**src/stepper_move_homing_sequencer_top_defines.svh**
```systemverilog
// Assertion macros shared by the sequencer RTL.
`ifndef STEPPER_MOVE_HOMING_SEQUENCER_TOP_DEFINES_SVH
`define STEPPER_MOVE_HOMING_SEQUENCER_TOP_DEFINES_SVH

// Same-cycle implication, clocked on clock, off during reset.
`define SMHS_ASSERT_NOW(lbl, ante, cons, msg) \
   lbl: assert property (@(posedge clock) disable iff (reset) (ante) |-> (cons)) else $error(msg);

// Next-cycle implication, clocked on clock, off during reset.
`define SMHS_ASSERT_NEXT(lbl, ante, cons, msg) \
   lbl: assert property (@(posedge clock) disable iff (reset) (ante) |=> (cons)) else $error(msg);

`endif

```
**src/smhs_pkg.sv**
```systemverilog
`default_nettype none

package smhs_pkg;

   typedef enum logic [1:0] {
      OP_TICK  = 2'd0,
      OP_HOME  = 2'd1,
      OP_MOVE  = 2'd2,
      OP_SPEED = 2'd3
   } op_type;

   typedef enum logic [2:0] {
      MODE_IDLE   = 3'd0,
      MODE_HOME   = 3'd1,
      MODE_SETTLE = 3'd2,
      MODE_MOVE   = 3'd3,
      MODE_SPEED  = 3'd4
   } mode_type;

   typedef enum logic [2:0] {
      CSR_REVERSE   = 3'd0,
      CSR_SPEED_INT = 3'd1,
      CSR_ABSOLUTE  = 3'd2,
      CSR_UPPER     = 3'd3,
      CSR_SETTLE    = 3'd4
   } csr_index_type;

   localparam logic [16:0] STEPS_MAX         = 17'h1FFFF;
   localparam logic [7:0]  TICKS_SAT         = 8'hFF;
   localparam logic [15:0] SETTLE_SAT        = 16'hFFFF;
   localparam logic [3:0]  PHASE_FIRST_FWD   = 4'h1;
   localparam logic [3:0]  PHASE_FIRST_REV   = 4'h8;
   localparam logic [7:0]  RST_SPEED_INT     = 8'd1;
   localparam logic [15:0] RST_UPPER_LIMIT   = 16'd69;
   localparam logic [15:0] RST_SETTLE_TICKS  = 16'd1000;

   typedef struct packed {
      op_type             op;
      logic               home_switch;
      logic               hold;
      logic signed [16:0] target;
      logic               speed_direction;
   } item_type;

   typedef struct packed {
      logic [3:0]  phase;
      logic [15:0] position;
      logic [2:0]  mode;
      logic        homed;
      logic        encoder_clear;
      logic        stepped;
   } result_type;

   typedef struct packed {
      logic        reverse_direction;
      logic [7:0]  speed_interval;
      logic        absolute_moves;
      logic [15:0] upper_limit;
      logic [15:0] settle_ticks;
   } cfg_type;

   // One wave-drive step of the one-hot coil pattern.
   function automatic logic [3:0] phase_rotate(input logic [3:0] p, input logic fwd,
                                               input logic rev);
      logic [3:0] r;
      if (p == 4'h0) begin
         r = rev ? PHASE_FIRST_REV : PHASE_FIRST_FWD;
      end else if (fwd ^ rev) begin
         r = {p[2:0], p[3]};
      end else begin
         r = {p[0], p[3:1]};
      end
      return r;
   endfunction

endpackage

`default_nettype wire

```
**src/smhs_if.sv**
```systemverilog
`default_nettype none

interface smhs_req_if import smhs_pkg::*; ();
   logic               valid;
   logic               ready;
   op_type             op;
   logic               home_switch;
   logic               hold;
   logic signed [16:0] target;
   logic               speed_direction;

   modport source (output valid, op, home_switch, hold, target, speed_direction,
                   input ready);
   modport sink   (input valid, op, home_switch, hold, target, speed_direction,
                   output ready);
endinterface

interface smhs_rsp_if;
   logic        valid;
   logic        ready;
   logic [3:0]  phase;
   logic [15:0] position;
   logic [2:0]  mode;
   logic        homed;
   logic        encoder_clear;
   logic        stepped;

   modport source (output valid, phase, position, mode, homed, encoder_clear, stepped,
                   input ready);
   modport sink   (input valid, phase, position, mode, homed, encoder_clear, stepped,
                   output ready);
endinterface

interface smhs_csr_if;
   logic        valid;
   logic        ready;
   logic [2:0]  index;
   logic [15:0] data;

   modport source (output valid, index, data, input ready);
   modport sink   (input valid, index, data, output ready);
endinterface

`default_nettype wire

```
**src/smhs_core.sv**
```systemverilog
`default_nettype none

module smhs_core import smhs_pkg::*; #(
   parameter int POSITION_WIDTH = 16
) (
   input  wire logic       clock,
   input  wire logic       reset,
   input  wire logic       fire,
   input  wire item_type   item,
   input  wire cfg_type    cfg,
   output      result_type result
);

   localparam int PW = POSITION_WIDTH;
   localparam int DW = ((PW > 17) ? PW : 17) + 2;
   localparam int CW = ((PW > 16) ? PW : 16) + 1;

   mode_type          mode_ff, mode_in;
   logic [3:0]        phase_ff, phase_in;
   logic [PW-1:0]     pos_ff, pos_in;
   logic [16:0]       steps_ff, steps_in;
   logic              move_fwd_ff, move_fwd_in;
   logic              run_fwd_ff, run_fwd_in;
   logic [7:0]        tss_ff, tss_in;
   logic [15:0]       settle_ff, settle_in;
   logic              homed_ff, homed_in;

   logic              stepped, clear;

   always_comb begin
      logic [7:0]            tss_inc;
      logic [15:0]           settle_inc;
      logic                  want_step;
      logic                  step_fwd;
      logic [7:0]            interval;
      logic signed [DW-1:0]  delta;
      logic signed [DW-1:0]  mag;
      logic                  at_upper;

      mode_in     = mode_ff;
      phase_in    = phase_ff;
      pos_in      = pos_ff;
      steps_in    = steps_ff;
      move_fwd_in = move_fwd_ff;
      run_fwd_in  = run_fwd_ff;
      tss_in      = tss_ff;
      settle_in   = settle_ff;
      homed_in    = homed_ff;
      stepped     = 1'b0;
      clear       = 1'b0;

      tss_inc    = (tss_ff != TICKS_SAT) ? tss_ff + 8'd1 : tss_ff;
      settle_inc = (settle_ff != SETTLE_SAT) ? settle_ff + 16'd1 : settle_ff;
      at_upper   = CW'(pos_ff) >= CW'(cfg.upper_limit);
      want_step  = 1'b0;
      step_fwd   = 1'b0;
      interval   = 8'd1;

      delta = cfg.absolute_moves ? DW'(item.target) - $signed({{(DW-PW){1'b0}}, pos_ff})
                                 : DW'(item.target);
      mag   = (delta > 0) ? delta : -delta;

      case (item.op)
         OP_HOME: begin
            homed_in = 1'b0;
            mode_in  = MODE_HOME;
         end
         OP_MOVE: begin
            mode_in     = MODE_MOVE;
            move_fwd_in = delta > 0;
            steps_in    = ($unsigned(mag) > DW'(STEPS_MAX)) ? STEPS_MAX : mag[16:0];
         end
         OP_SPEED: begin
            mode_in    = MODE_SPEED;
            run_fwd_in = item.speed_direction;
         end
         default: begin
            tss_in = tss_inc;
            case (mode_ff)
               MODE_IDLE: ;
               MODE_HOME: begin
                  want_step = 1'b1;
               end
               MODE_SETTLE: begin
                  settle_in = settle_inc;
                  if (settle_inc >= cfg.settle_ticks) begin
                     clear   = 1'b1;
                     mode_in = MODE_IDLE;
                  end
               end
               MODE_MOVE: begin
                  if (steps_ff != 17'd0) begin
                     want_step = 1'b1;
                     step_fwd  = move_fwd_ff;
                  end else begin
                     mode_in = MODE_IDLE;
                  end
               end
               MODE_SPEED: begin
                  step_fwd = run_fwd_ff;
                  interval = cfg.speed_interval;
                  if (!item.hold && !(pos_ff == '0 && !run_fwd_ff)
                      && !(at_upper && run_fwd_ff)) begin
                     want_step = 1'b1;
                  end
               end
               default: mode_in = MODE_IDLE;
            endcase

            if (want_step && tss_inc >= interval) begin
               stepped  = 1'b1;
               tss_in   = 8'd0;
               phase_in = phase_rotate(phase_ff, step_fwd, cfg.reverse_direction);
               if (step_fwd) begin
                  pos_in = (pos_ff != '1) ? pos_ff + PW'(1) : pos_ff;
               end else begin
                  pos_in = (pos_ff != '0) ? pos_ff - PW'(1) : pos_ff;
               end
               if (mode_ff == MODE_MOVE) begin
                  steps_in = steps_ff - 17'd1;
               end
            end

            // switch is sampled after the backward step
            if (mode_ff == MODE_HOME && item.home_switch) begin
               mode_in   = MODE_SETTLE;
               settle_in = 16'd0;
               homed_in  = 1'b1;
               pos_in    = '0;
            end
         end
      endcase

      result.phase         = phase_in;
      result.position      = 16'(pos_in);
      result.mode          = mode_in;
      result.homed         = homed_in;
      result.encoder_clear = clear;
      result.stepped       = stepped;
   end

   always_ff @(posedge clock) begin
      if (reset) begin
         mode_ff     <= MODE_IDLE;
         phase_ff    <= 4'h0;
         pos_ff      <= '0;
         steps_ff    <= 17'd0;
         move_fwd_ff <= 1'b0;
         run_fwd_ff  <= 1'b0;
         tss_ff      <= TICKS_SAT;
         settle_ff   <= 16'd0;
         homed_ff    <= 1'b0;
      end else if (fire) begin
         mode_ff     <= mode_in;
         phase_ff    <= phase_in;
         pos_ff      <= pos_in;
         steps_ff    <= steps_in;
         move_fwd_ff <= move_fwd_in;
         run_fwd_ff  <= run_fwd_in;
         tss_ff      <= tss_in;
         settle_ff   <= settle_in;
         homed_ff    <= homed_in;
      end
   end

endmodule

`default_nettype wire

```
**src/stepper_move_homing_sequencer_top.sv**
```systemverilog
// Path: an accepted item waits in the input stage; its result is then registered in the output stage for rsp_bus.
// Throughput: one item per cycle while rsp_bus takes results; smhs_core updates its state on each fire.
// A stalled result holds both stages; req ready drops only once both are full.
// Reset (synchronous, active high): idle, phase 0, position 0, step allowed,
// registers back to their defaults, both stages empty.
`default_nettype none
`include "stepper_move_homing_sequencer_top_defines.svh"

module stepper_move_homing_sequencer_top import smhs_pkg::*; #(
   parameter int POSITION_WIDTH = 16
) (
   input wire logic  clock,
   input wire logic  reset,
   smhs_req_if.sink  req_bus,
   smhs_rsp_if.source rsp_bus,
   smhs_csr_if.sink  csr_bus
);

   logic       s1_valid_ff;
   item_type   s1_item_ff;
   logic       out_valid_ff;
   result_type out_ff;
   result_type core_result;
   cfg_type    cfg_ff;
   logic       out_free;
   logic       fire;

   assign out_free    = !out_valid_ff || rsp_bus.ready;
   assign fire        = s1_valid_ff && out_free;
   assign req_bus.ready = !s1_valid_ff || fire;
   assign csr_bus.ready = 1'b1;

   always_ff @(posedge clock) begin
      if (reset) begin
         s1_valid_ff <= 1'b0;
      end else if (req_bus.ready) begin
         s1_valid_ff <= req_bus.valid;
      end
   end

   always_ff @(posedge clock) begin
      if (req_bus.valid && req_bus.ready) begin
         s1_item_ff.op              <= req_bus.op;
         s1_item_ff.home_switch     <= req_bus.home_switch;
         s1_item_ff.hold            <= req_bus.hold;
         s1_item_ff.target          <= req_bus.target;
         s1_item_ff.speed_direction <= req_bus.speed_direction;
      end
   end

   always_ff @(posedge clock) begin
      if (reset) begin
         cfg_ff.reverse_direction <= 1'b0;
         cfg_ff.speed_interval    <= RST_SPEED_INT;
         cfg_ff.absolute_moves    <= 1'b0;
         cfg_ff.upper_limit       <= RST_UPPER_LIMIT;
         cfg_ff.settle_ticks      <= RST_SETTLE_TICKS;
      end else if (csr_bus.valid) begin
         case (csr_bus.index)
            CSR_REVERSE:   cfg_ff.reverse_direction <= csr_bus.data[0];
            CSR_SPEED_INT: cfg_ff.speed_interval    <= csr_bus.data[7:0];
            CSR_ABSOLUTE:  cfg_ff.absolute_moves    <= csr_bus.data[0];
            CSR_UPPER:     cfg_ff.upper_limit       <= csr_bus.data;
            CSR_SETTLE:    cfg_ff.settle_ticks      <= csr_bus.data;
            default: ;
         endcase
      end
   end

   smhs_core #(
      .POSITION_WIDTH(POSITION_WIDTH)
   ) u_core (
      .clock  (clock),
      .reset  (reset),
      .fire   (fire),
      .item   (s1_item_ff),
      .cfg    (cfg_ff),
      .result (core_result)
   );

   always_ff @(posedge clock) begin
      if (reset) begin
         out_valid_ff <= 1'b0;
      end else if (out_free) begin
         out_valid_ff <= fire;
      end
   end

   always_ff @(posedge clock) begin
      if (fire) begin
         out_ff <= core_result;
      end
   end

   assign rsp_bus.valid         = out_valid_ff;
   assign rsp_bus.phase         = out_ff.phase;
   assign rsp_bus.position      = out_ff.position;
   assign rsp_bus.mode          = out_ff.mode;
   assign rsp_bus.homed         = out_ff.homed;
   assign rsp_bus.encoder_clear = out_ff.encoder_clear;
   assign rsp_bus.stepped       = out_ff.stepped;

   `SMHS_ASSERT_NOW(ap_phase_onehot, out_valid_ff, $onehot0(out_ff.phase), "phase not one-hot")
   `SMHS_ASSERT_NOW(ap_step_phase, out_valid_ff && out_ff.stepped, out_ff.phase != 4'h0,
                    "step left phase at zero")
   `SMHS_ASSERT_NOW(ap_clear_idle, out_valid_ff && out_ff.encoder_clear,
                    out_ff.mode == MODE_IDLE && out_ff.homed && !out_ff.stepped,
                    "encoder clear outside end of settle")
   `SMHS_ASSERT_NEXT(ap_stage_hold, s1_valid_ff && !fire, s1_valid_ff,
                     "stalled item dropped from input stage")

endmodule

`default_nettype wire

```
**src/flat_wrapper.sv**
```systemverilog
// flat-port wrapper written by rule: the top's interface ports become plain ports
module stepper_move_homing_sequencer_top_flat import smhs_pkg::*;
#(
   parameter int POSITION_WIDTH = 16
)
  (clock, reset, req_bus_valid, req_bus_op, req_bus_home_switch, req_bus_hold, req_bus_target, req_bus_speed_direction, req_bus_ready, rsp_bus_valid, rsp_bus_phase, rsp_bus_position, rsp_bus_mode, rsp_bus_homed, rsp_bus_encoder_clear, rsp_bus_stepped, rsp_bus_ready, csr_bus_valid, csr_bus_index, csr_bus_data, csr_bus_ready);
  smhs_req_if req_bus_i ();
  smhs_rsp_if rsp_bus_i ();
  smhs_csr_if csr_bus_i ();
  input wire logic clock;
  input wire logic reset;
  input wire logic [$bits(req_bus_i.valid)-1:0] req_bus_valid;
  input wire logic [$bits(req_bus_i.op)-1:0] req_bus_op;
  input wire logic [$bits(req_bus_i.home_switch)-1:0] req_bus_home_switch;
  input wire logic [$bits(req_bus_i.hold)-1:0] req_bus_hold;
  input wire logic [$bits(req_bus_i.target)-1:0] req_bus_target;
  input wire logic [$bits(req_bus_i.speed_direction)-1:0] req_bus_speed_direction;
  output wire logic [$bits(req_bus_i.ready)-1:0] req_bus_ready;
  output wire logic [$bits(rsp_bus_i.valid)-1:0] rsp_bus_valid;
  output wire logic [$bits(rsp_bus_i.phase)-1:0] rsp_bus_phase;
  output wire logic [$bits(rsp_bus_i.position)-1:0] rsp_bus_position;
  output wire logic [$bits(rsp_bus_i.mode)-1:0] rsp_bus_mode;
  output wire logic [$bits(rsp_bus_i.homed)-1:0] rsp_bus_homed;
  output wire logic [$bits(rsp_bus_i.encoder_clear)-1:0] rsp_bus_encoder_clear;
  output wire logic [$bits(rsp_bus_i.stepped)-1:0] rsp_bus_stepped;
  input wire logic [$bits(rsp_bus_i.ready)-1:0] rsp_bus_ready;
  input wire logic [$bits(csr_bus_i.valid)-1:0] csr_bus_valid;
  input wire logic [$bits(csr_bus_i.index)-1:0] csr_bus_index;
  input wire logic [$bits(csr_bus_i.data)-1:0] csr_bus_data;
  output wire logic [$bits(csr_bus_i.ready)-1:0] csr_bus_ready;
  assign req_bus_i.valid = req_bus_valid;
  assign req_bus_i.op = req_bus_op;
  assign req_bus_i.home_switch = req_bus_home_switch;
  assign req_bus_i.hold = req_bus_hold;
  assign req_bus_i.target = req_bus_target;
  assign req_bus_i.speed_direction = req_bus_speed_direction;
  assign req_bus_ready = req_bus_i.ready;
  assign rsp_bus_valid = rsp_bus_i.valid;
  assign rsp_bus_phase = rsp_bus_i.phase;
  assign rsp_bus_position = rsp_bus_i.position;
  assign rsp_bus_mode = rsp_bus_i.mode;
  assign rsp_bus_homed = rsp_bus_i.homed;
  assign rsp_bus_encoder_clear = rsp_bus_i.encoder_clear;
  assign rsp_bus_stepped = rsp_bus_i.stepped;
  assign rsp_bus_i.ready = rsp_bus_ready;
  assign csr_bus_i.valid = csr_bus_valid;
  assign csr_bus_i.index = csr_bus_index;
  assign csr_bus_i.data = csr_bus_data;
  assign csr_bus_ready = csr_bus_i.ready;
  stepper_move_homing_sequencer_top #(.POSITION_WIDTH(POSITION_WIDTH)) u_core (.clock(clock), .reset(reset), .req_bus(req_bus_i), .rsp_bus(rsp_bus_i), .csr_bus(csr_bus_i));
endmodule
```
**config.mk**
```make
export PLATFORM = sky130hd
export DESIGN_NAME = stepper_move_homing_sequencer_top_flat
export DESIGN_NICKNAME = d
export VERILOG_FILES = /design/src/smhs_pkg.sv /design/src/smhs_if.sv /design/src/smhs_core.sv /design/src/stepper_move_homing_sequencer_top.sv /design/src/flat_wrapper.sv
export VERILOG_INCLUDE_DIRS = /design/src /design/src/src
export SDC_FILE = /design/constraint.sdc
export NUM_CORES = 1
export LEC_CHECK = 0
export BUFFER_PORTS_ARGS = -buffer_cell sky130_fd_sc_hd__clkbuf_2
export CAP_MARGIN = 20
export CORE_MARGIN = 4
export CORE_UTILIZATION = 60
export CTS_BUF_LIST = sky130_fd_sc_hd__clkbuf_2 sky130_fd_sc_hd__clkbuf_4 sky130_fd_sc_hd__clkbuf_8
export CTS_CLUSTER_SIZE = 12
export DETAILED_ROUTE_END_ITERATION = 12
export HOLD_SLACK_MARGIN = 0.03
export PLACE_DENSITY = 0.83
export SYNTH_ARGS = -nofsm -noshare
export SYNTH_HDL_FRONTEND = slang
export SYNTH_SLANG_ARGS = --single-unit
```
**constraint.sdc**
```tcl
create_clock -name clock -period 7.5 [get_ports clock]
set_input_delay 1.5 -clock clock [delete_from_list [all_inputs] [get_ports clock]]
set_output_delay 1.5 -clock clock [all_outputs]
set_load 0.02 [all_outputs]
```
==> run summary, run 1 <==
Synth Instances = 1256
Least-Margin Pin Slew = 1.092 ns
Worst-Skew Late Latency = 0.48 ns
CTS Buf Count = 17
cts hold-fix bufs = 0
Die Width = 138.5 um
Root Driver = clkbuf_8
relative slew slack = 0.2693
crit-path cells = clkinv_1 -> ha_1 -> nor2_1 -> a211oi_2 -> o211ai_1 -> o21ai_0 -> nand4_1 -> a21oi_1 -> mux2i_1 -> o31ai_2 -> nor2_1 -> a21oi_1
core box area = 16640 um^2
Main synth FF type = dfxtp_1
CP startpoint kind = flop
n_diodes = 0
FP Rows = 47
Max Clk Rate = 230.7 MHz
GRT Util Overall = 0.2756
Critical Path End Type = flop
Crit path largest cell delay = 0.83 ns
CTS tree = done
Critical Path AT = 4.64 ns
Max Slew Vio Count = 0
post-CTS setup buffers = 0
total wire length = 26880 um
WP data required = 7.81 ns
clock-pin transition on the worst setup and hold timing paths = 0.09 ns
Synth cell types = 83
post-DP HPWL = 19630 um
Post-Syn Area per Cell = 8.138 um^2
vias per inst = 6.293
PortBufs = 73
leak pwr = 4.276 nW
1st-pass router iterations = 8
IO Count = 75
initial drt markers = 1031
initial core utilization = 0.6142
fin crit share = 0.5779
Layout fillers = 1376
# DRC = 0
setup TNS = 0 ns
reg-to-reg slack, setup = 3.17 ns
share of layout cells above drive strength 1 = 0.1129
Crit path max-delay family = compound AO/OA/AOI/OAI gates
Buffers & Inverters on Critical Path = 1
status = completed
Post-Syn Area = 10220 um^2
power consumption = 0.001916 W
sequential fraction of the synthesis area = 0.3584
die area = 19190 um^2
crit path kind = flop to flop
Worst Skew = 0.01061 ns
grt total ovfl = 0
H-tree depth = 4
routability cong. = 0.9507
sequential cell area = 3664 um^2
P per Cell Area = 171.6 nW/um^2
number of global-route vias before repair = 8805
antenna violations before repair = 0
synth warn = 0
via count = 9691
highest fanout seen on the critical path = 15
post_cts resized = 0
Slowest-stage cell, CP = nor2_1
clock buffer depth = 2
Area Overhead vs Synth = 9.230%
Net Count, Synth = 1370
Peak supply drop = 0.1149 mV
Worst Hold Class = flop to flop
clk sinks = 159
Post-synth EDFFs = 48
area of the multi-input gates = 6050 um^2
largest net degree at the start of global routing = 82
WL/cell = 17.46 um
Final Hold Viols = 0
NumNets Final = 1422
Final setup viols = 0
first-pass GRT wire length = 44280 um
DIE HEIGHT = 138.5 um
number of synthesized register bits = 159
minimum period implied by the final worst setup slack = 4.335 ns
Routed Antenna Nets = 0
RSZ-0062 raised after global routing = false
async set-reset flop share out of synthesis = 0
max cap viols = 0
## cell usage after synthesis (all sizes together) (14+ instances only)
| master | instances | area, um^2 |
|---|---|---|
| a21o | 28 | 210.2 |
| a21oi | 125 | 625.6 |
| a31oi | 24 | 150.1 |
| clkbuf | 37 | 138.9 |
| dfxtp | 111 | 2222 |
| edfxtp | 48 | 1441 |
| ha | 67 | 838.3 |
| inv | 78 | 292.8 |
| nand2 | 171 | 644.4 |
| nand2b | 14 | 87.58 |
| nand3 | 37 | 185.2 |
| nand4 | 19 | 118.9 |
| nor2 | 97 | 366.6 |
| nor3 | 33 | 186.4 |
| nor4 | 15 | 100.1 |
| o211ai | 17 | 127.6 |
| o21a | 14 | 105.1 |
| o21ai | 78 | 390.4 |
| or3 | 20 | 130.1 |
| xnor2 | 34 | 297.8 |
## report_power, final
part / switching (W) / leakage [nW] / internal (W)
registers: 0.0000184 / 1.36 / 0.000910
clock network: 0.000343 / 0.215 / 0.000362
logic: 0.000179 / 2.70 / 0.000103
total: 0.000541 / 4.28 / 0.00138
## through the flow
step | hold slack [ns] | setup WS [ns] | std cells | cell area, um^2 | util
after global placement | 0.4419 | 3.208 | 1507 | 10710 | 0.6436
after CTS | 0.4594 | 3.088 | 1538 | 11130 | 0.6689
after global routing | 0.4805 | 2.688 | 1540 | 11160 | 0.6709
final | 0.4580 | 3.165 | 1540 | 11160 | 0.6709
after detailed placement | 0.4475 | 3.117 | 1507 | 10710 | 0.6436
after floorplan | 0.4316 | 3.733 | 1256 | 10220 | -
## layout by cell type, fill, tap and decap left out, types with 34 or more instances in the layout
master,n
clkbuf_2,73
o21ai_0,77
xnor2_1,34
edfxtp_1,48
ha_1,67
dfxtp_1,111
nor2_1,96
nand3_1,37
a21oi_1,125
nand2_1,170
inv_1,77
## registers in the layout, indices dropped and copies added, names as in the netlist, 4 cells and up
name and count:
u_core.u_core.settle_ff 16, u_core.u_core.phase_ff 4, u_core.cfg_ff 42, u_core.s1_item_ff 22, u_core.u_core.tss_ff 8, u_core.u_core.pos_ff 16
u_core.u_core.steps_ff 17, u_core.rsp_bus.phase 4, u_core.rsp_bus.position 16
## cell type report
| type | count | share of cell area |
|---|---|---|
| Timing Repair Buffer | 83 | 0.04102 |
| Tap cell | 220 | 0.02466 |
| Multi-Input combinational cell | 968 | 0.5419 |
| Clock buffer | 17 | 0.02096 |
| Clock inverter | 14 | 0.01681 |
| Sequential cell | 159 | 0.3281 |
| Inverter | 79 | 0.02656 |
## cells by family (layout without fill, tap and decap cells)
kind of cell / Yosys count / in the layout / synth area share
DFF: 159 / 159 / 0.3584
muxes: 16 / 16 / 0.01628
AOI/OAI and AO/OA: 360 / 360 / 0.2250
other: 1 / 1 / 0.0003669
buffers and inverters: 129 / 193 / 0.04970
xor gates and xnor gates: 46 / 46 / 0.03942
adders and majority gates: 68 / 68 / 0.08398
and+or+nand+nor: 477 / 477 / 0.2268
## path summary, 6_finish.rpt
path | startpoint | depth (start not counted) | end
worst min-delay path | u_core.cfg_ff[25] | 2 | u_core.cfg_ff[25]
worst min register to register | u_core.cfg_ff[25] | 2 | u_core.cfg_ff[25]
worst max register to register | u_core.u_core.pos_ff[2] | 12 | u_core.u_core.steps_ff[8]
worst max-delay path | u_core.u_core.pos_ff[2] | 12 | u_core.u_core.steps_ff[8]
## worst min-delay path: cells and delay by family, from the launching register on
family	cells	cell delay, ns
flops	1	0.32
compound gates	1	0.05
simple gates	1	0.05
## routing by layer
layer	wire [um]	global-route usage
met5	0	0
met3	2376	0.04213
met2	12020	0.4188
met1	11580	0.3933
met4	896	0.1139
No activity file was read; power rests on OpenSTA's default activity.
==> run 2: changes to the inputs <==
--- a/config.mk
+++ b/config.mk
@@ -9,7 +9,7 @@
 export BUFFER_PORTS_ARGS = -buffer_cell sky130_fd_sc_hd__clkbuf_2
 export CAP_MARGIN = 20
 export CORE_MARGIN = 4
-export CORE_UTILIZATION = 60
+export CORE_UTILIZATION = 57
 export CTS_BUF_LIST = sky130_fd_sc_hd__clkbuf_2 sky130_fd_sc_hd__clkbuf_4 sky130_fd_sc_hd__clkbuf_8
 export CTS_CLUSTER_SIZE = 12
 export DETAILED_ROUTE_END_ITERATION = 12
==> constraint.sdc (replaced) <==
create_clock -name clock -period 3.94 [get_ports clock]
set_input_delay 0.788 -clock clock [delete_from_list [all_inputs] [get_ports clock]]
set_output_delay 0.788 -clock clock [all_outputs]
set_load 0.02 [all_outputs]
==> run 2 against run 1 <==
  * Core utilization shrank 1.5 points
  * Sequential share of layout area is 0.70 points lower
  * Global-route usage fell by 1.3 points
  * Routed wire length rose by 0.87%
  * Largest cell class unchanged
==> run summary, run 2 (synthesized netlist as in run 1, its figures left out) <==
reg-to-reg slack, setup = 0.18 ns
1st-pass router iterations = 7
# DRC = 0
Critical Path End Type = flop
Max Slew Vio Count = 0
RR Startpoint = u_core.u_core.pos_ff[2]
number of flip-flops in the largest register = 42
NumNets Final = 1451
CP startpoint kind = flop
Critical Path AT = 4.11 ns
initial core utilization = 0.5869
Worst Hold Launch = u_core.cfg_ff[14]
H-tree depth = 4
Hold EP = u_core.cfg_ff[14]
initial drt markers = 1019
highest fanout seen on the critical path = 8
Worst-Skew Late Latency = 0.47 ns
Area Overhead vs Synth = 11.69%
DIE HEIGHT = 141.9 um
RSZ-0062 raised after global routing = false
CTS tree = done
hold path depth = 2
fin crit share = 0.9552
antenna violations before repair = 1
Least-Margin Pin Slew = 0.9569 ns
Worst Hold Class = flop to flop
routability cong. = 0.9702
FP Rows = 48
clock buffer depth = 2
PortBufs = 73
final instance area = 11420 um^2
worst-case reg-to-reg path depth = 13
relative slew slack = 0.3586
most frequent cells in the layout = nand2_1 (170), a21oi_1 (125), dfxtp_1 (109)
IO Count = 75
first-pass GRT wire length = 43010 um
Top Registers = u_core.cfg_ff x42, u_core.s1_item_ff x22, u_core.u_core.steps_ff x17
CTS Buf Count = 17
max cap viols = 0
Worst Skew = 0.01837 ns
Final setup viols = 0
WL/cell = 17.23 um
grt total ovfl = 0
Most flops, register = u_core.cfg_ff
WP data required = 4.29 ns
total wire length = 27110 um
setup TNS = 0 ns
Final Hold Viols = 0
P per Cell Area = 310.1 nW/um^2
via count = 9669
n_diodes = 0
post-DP HPWL = 20150 um
status = completed
minimum period implied by the final worst setup slack = 3.764 ns
core box area = 17420 um^2
share of layout cells above drive strength 1 = 0.1416
crit path kind = flop to flop
Max Clk Rate = 265.7 MHz
Post-DP Area = 10940 um^2
clk sinks = 159
Die Width = 141.9 um
number of global-route vias before repair = 8806
GRT Util Overall = 0.2623
reg2reg end = u_core.u_core.steps_ff[7]
Root Driver = clkbuf_8
vias per inst = 6.143
clock-pin transition on the worst setup and hold timing paths = 0.09 ns
most common cell after layout, fill and taps aside = nand2_1
Peak supply drop = 0.4454 mV
largest net degree at the start of global routing = 55
leak pwr = 4.416 nW
die area = 20140 um^2
Routed Antenna Nets = 0
## run 2: cell types whose count changed in the layout (fill, tap and decap cells not counted), sizes merged
cell | before | now
clkbuf | 90 | 93
buf | 10 | 38
clkinvlp | 0 | 1
inv | 82 | 80
bufinv | 4 | 2
clkinv | 7 | 8
## run 2: worst max path at each step
stage | from | to | cells after the start
floorplan | u_core.u_core.settle_ff[4] | u_core.rsp_bus.mode[1] | 16
global placement | u_core.u_core.settle_ff[4] | u_core.rsp_bus.mode[1] | 15
detailed placement | u_core.u_core.settle_ff[4] | u_core.rsp_bus.mode[1] | 15
CTS | u_core.u_core.settle_ff[4] | u_core.rsp_bus.mode[1] | 15
global route | u_core.u_core.pos_ff[2] | u_core.u_core.steps_ff[7] | 13
finish | u_core.u_core.pos_ff[2] | u_core.u_core.steps_ff[7] | 13
## run 2: layer usage
| metal | wire length, um | vias up | global-route usage | part of all wire |
|---|---|---|---|---|
| met5 | 7 | - | 0 | 0.00026 |
| met3 | 1877 | 51 | 0.04348 | 0.069 |
| met2 | 12430 | 408 | 0.4129 | 0.46 |
| met4 | 727 | 2 | 0.09899 | 0.027 |
| li1 | - | 4692 | - | - |
| met1 | 12070 | 4516 | 0.3638 | 0.45 |
## run 2: final cells by class
class | instances | area [um^2]
multi-input cells | 968 | 6110
fillers | 1432 | 6001
flip-flops and latches | 159 | 3666
repair buffers | 112 | 675.6
inverters | 79 | 297.8
well taps | 225 | 281.5
clock buffers | 19 | 249.0
clock inverters | 12 | 136.4
## run 2: power breakdown
part	leakage [nW]	switching [W]	internal, W
Sequential	1.36	0.0000352	0.00173
Clock	0.198	0.000641	0.000578
Combinational	2.86	0.000347	0.000207
Total	4.42	0.00102	0.00252
## run 2: critical path: stages (launching register included)
cell and delay, ns:
dfxtp_1 0.46, clkinv_1 0.20, ha_1 0.29, or2_2 0.33
o221a_2 0.28, o21a_1 0.26, o211ai_1 0.32, o2111ai_2 0.23
nor4b_2 0.36, a31oi_1 0.16, buf_4 0.19, a31oi_1 0.19
xor2_1 0.29, a21oi_1 0.11
## run 2: stage by stage
stage                     std cells  worst slack, ns  hold slack, ns  utilization  power, W
after floorplan                1256           0.1730          0.4316            -  0.002173
after global placement         1541           0.2048          0.4442       0.6281  0.002322
after detailed placement       1541           0.1147          0.4502       0.6281  0.002332
after CTS                      1572          0.09664          0.4623       0.6502  0.003539
after global routing           1574         0.005102          0.4650       0.6555  0.003682
final                          1574           0.1764          0.4590       0.6555  0.003540
## run 2: what timing repair did
item	4_1_cts	5_1_grt
setup endpoints to repair	0	45
hold buffers	0	0
resized for setup	0	13
buffers inserted	0	1
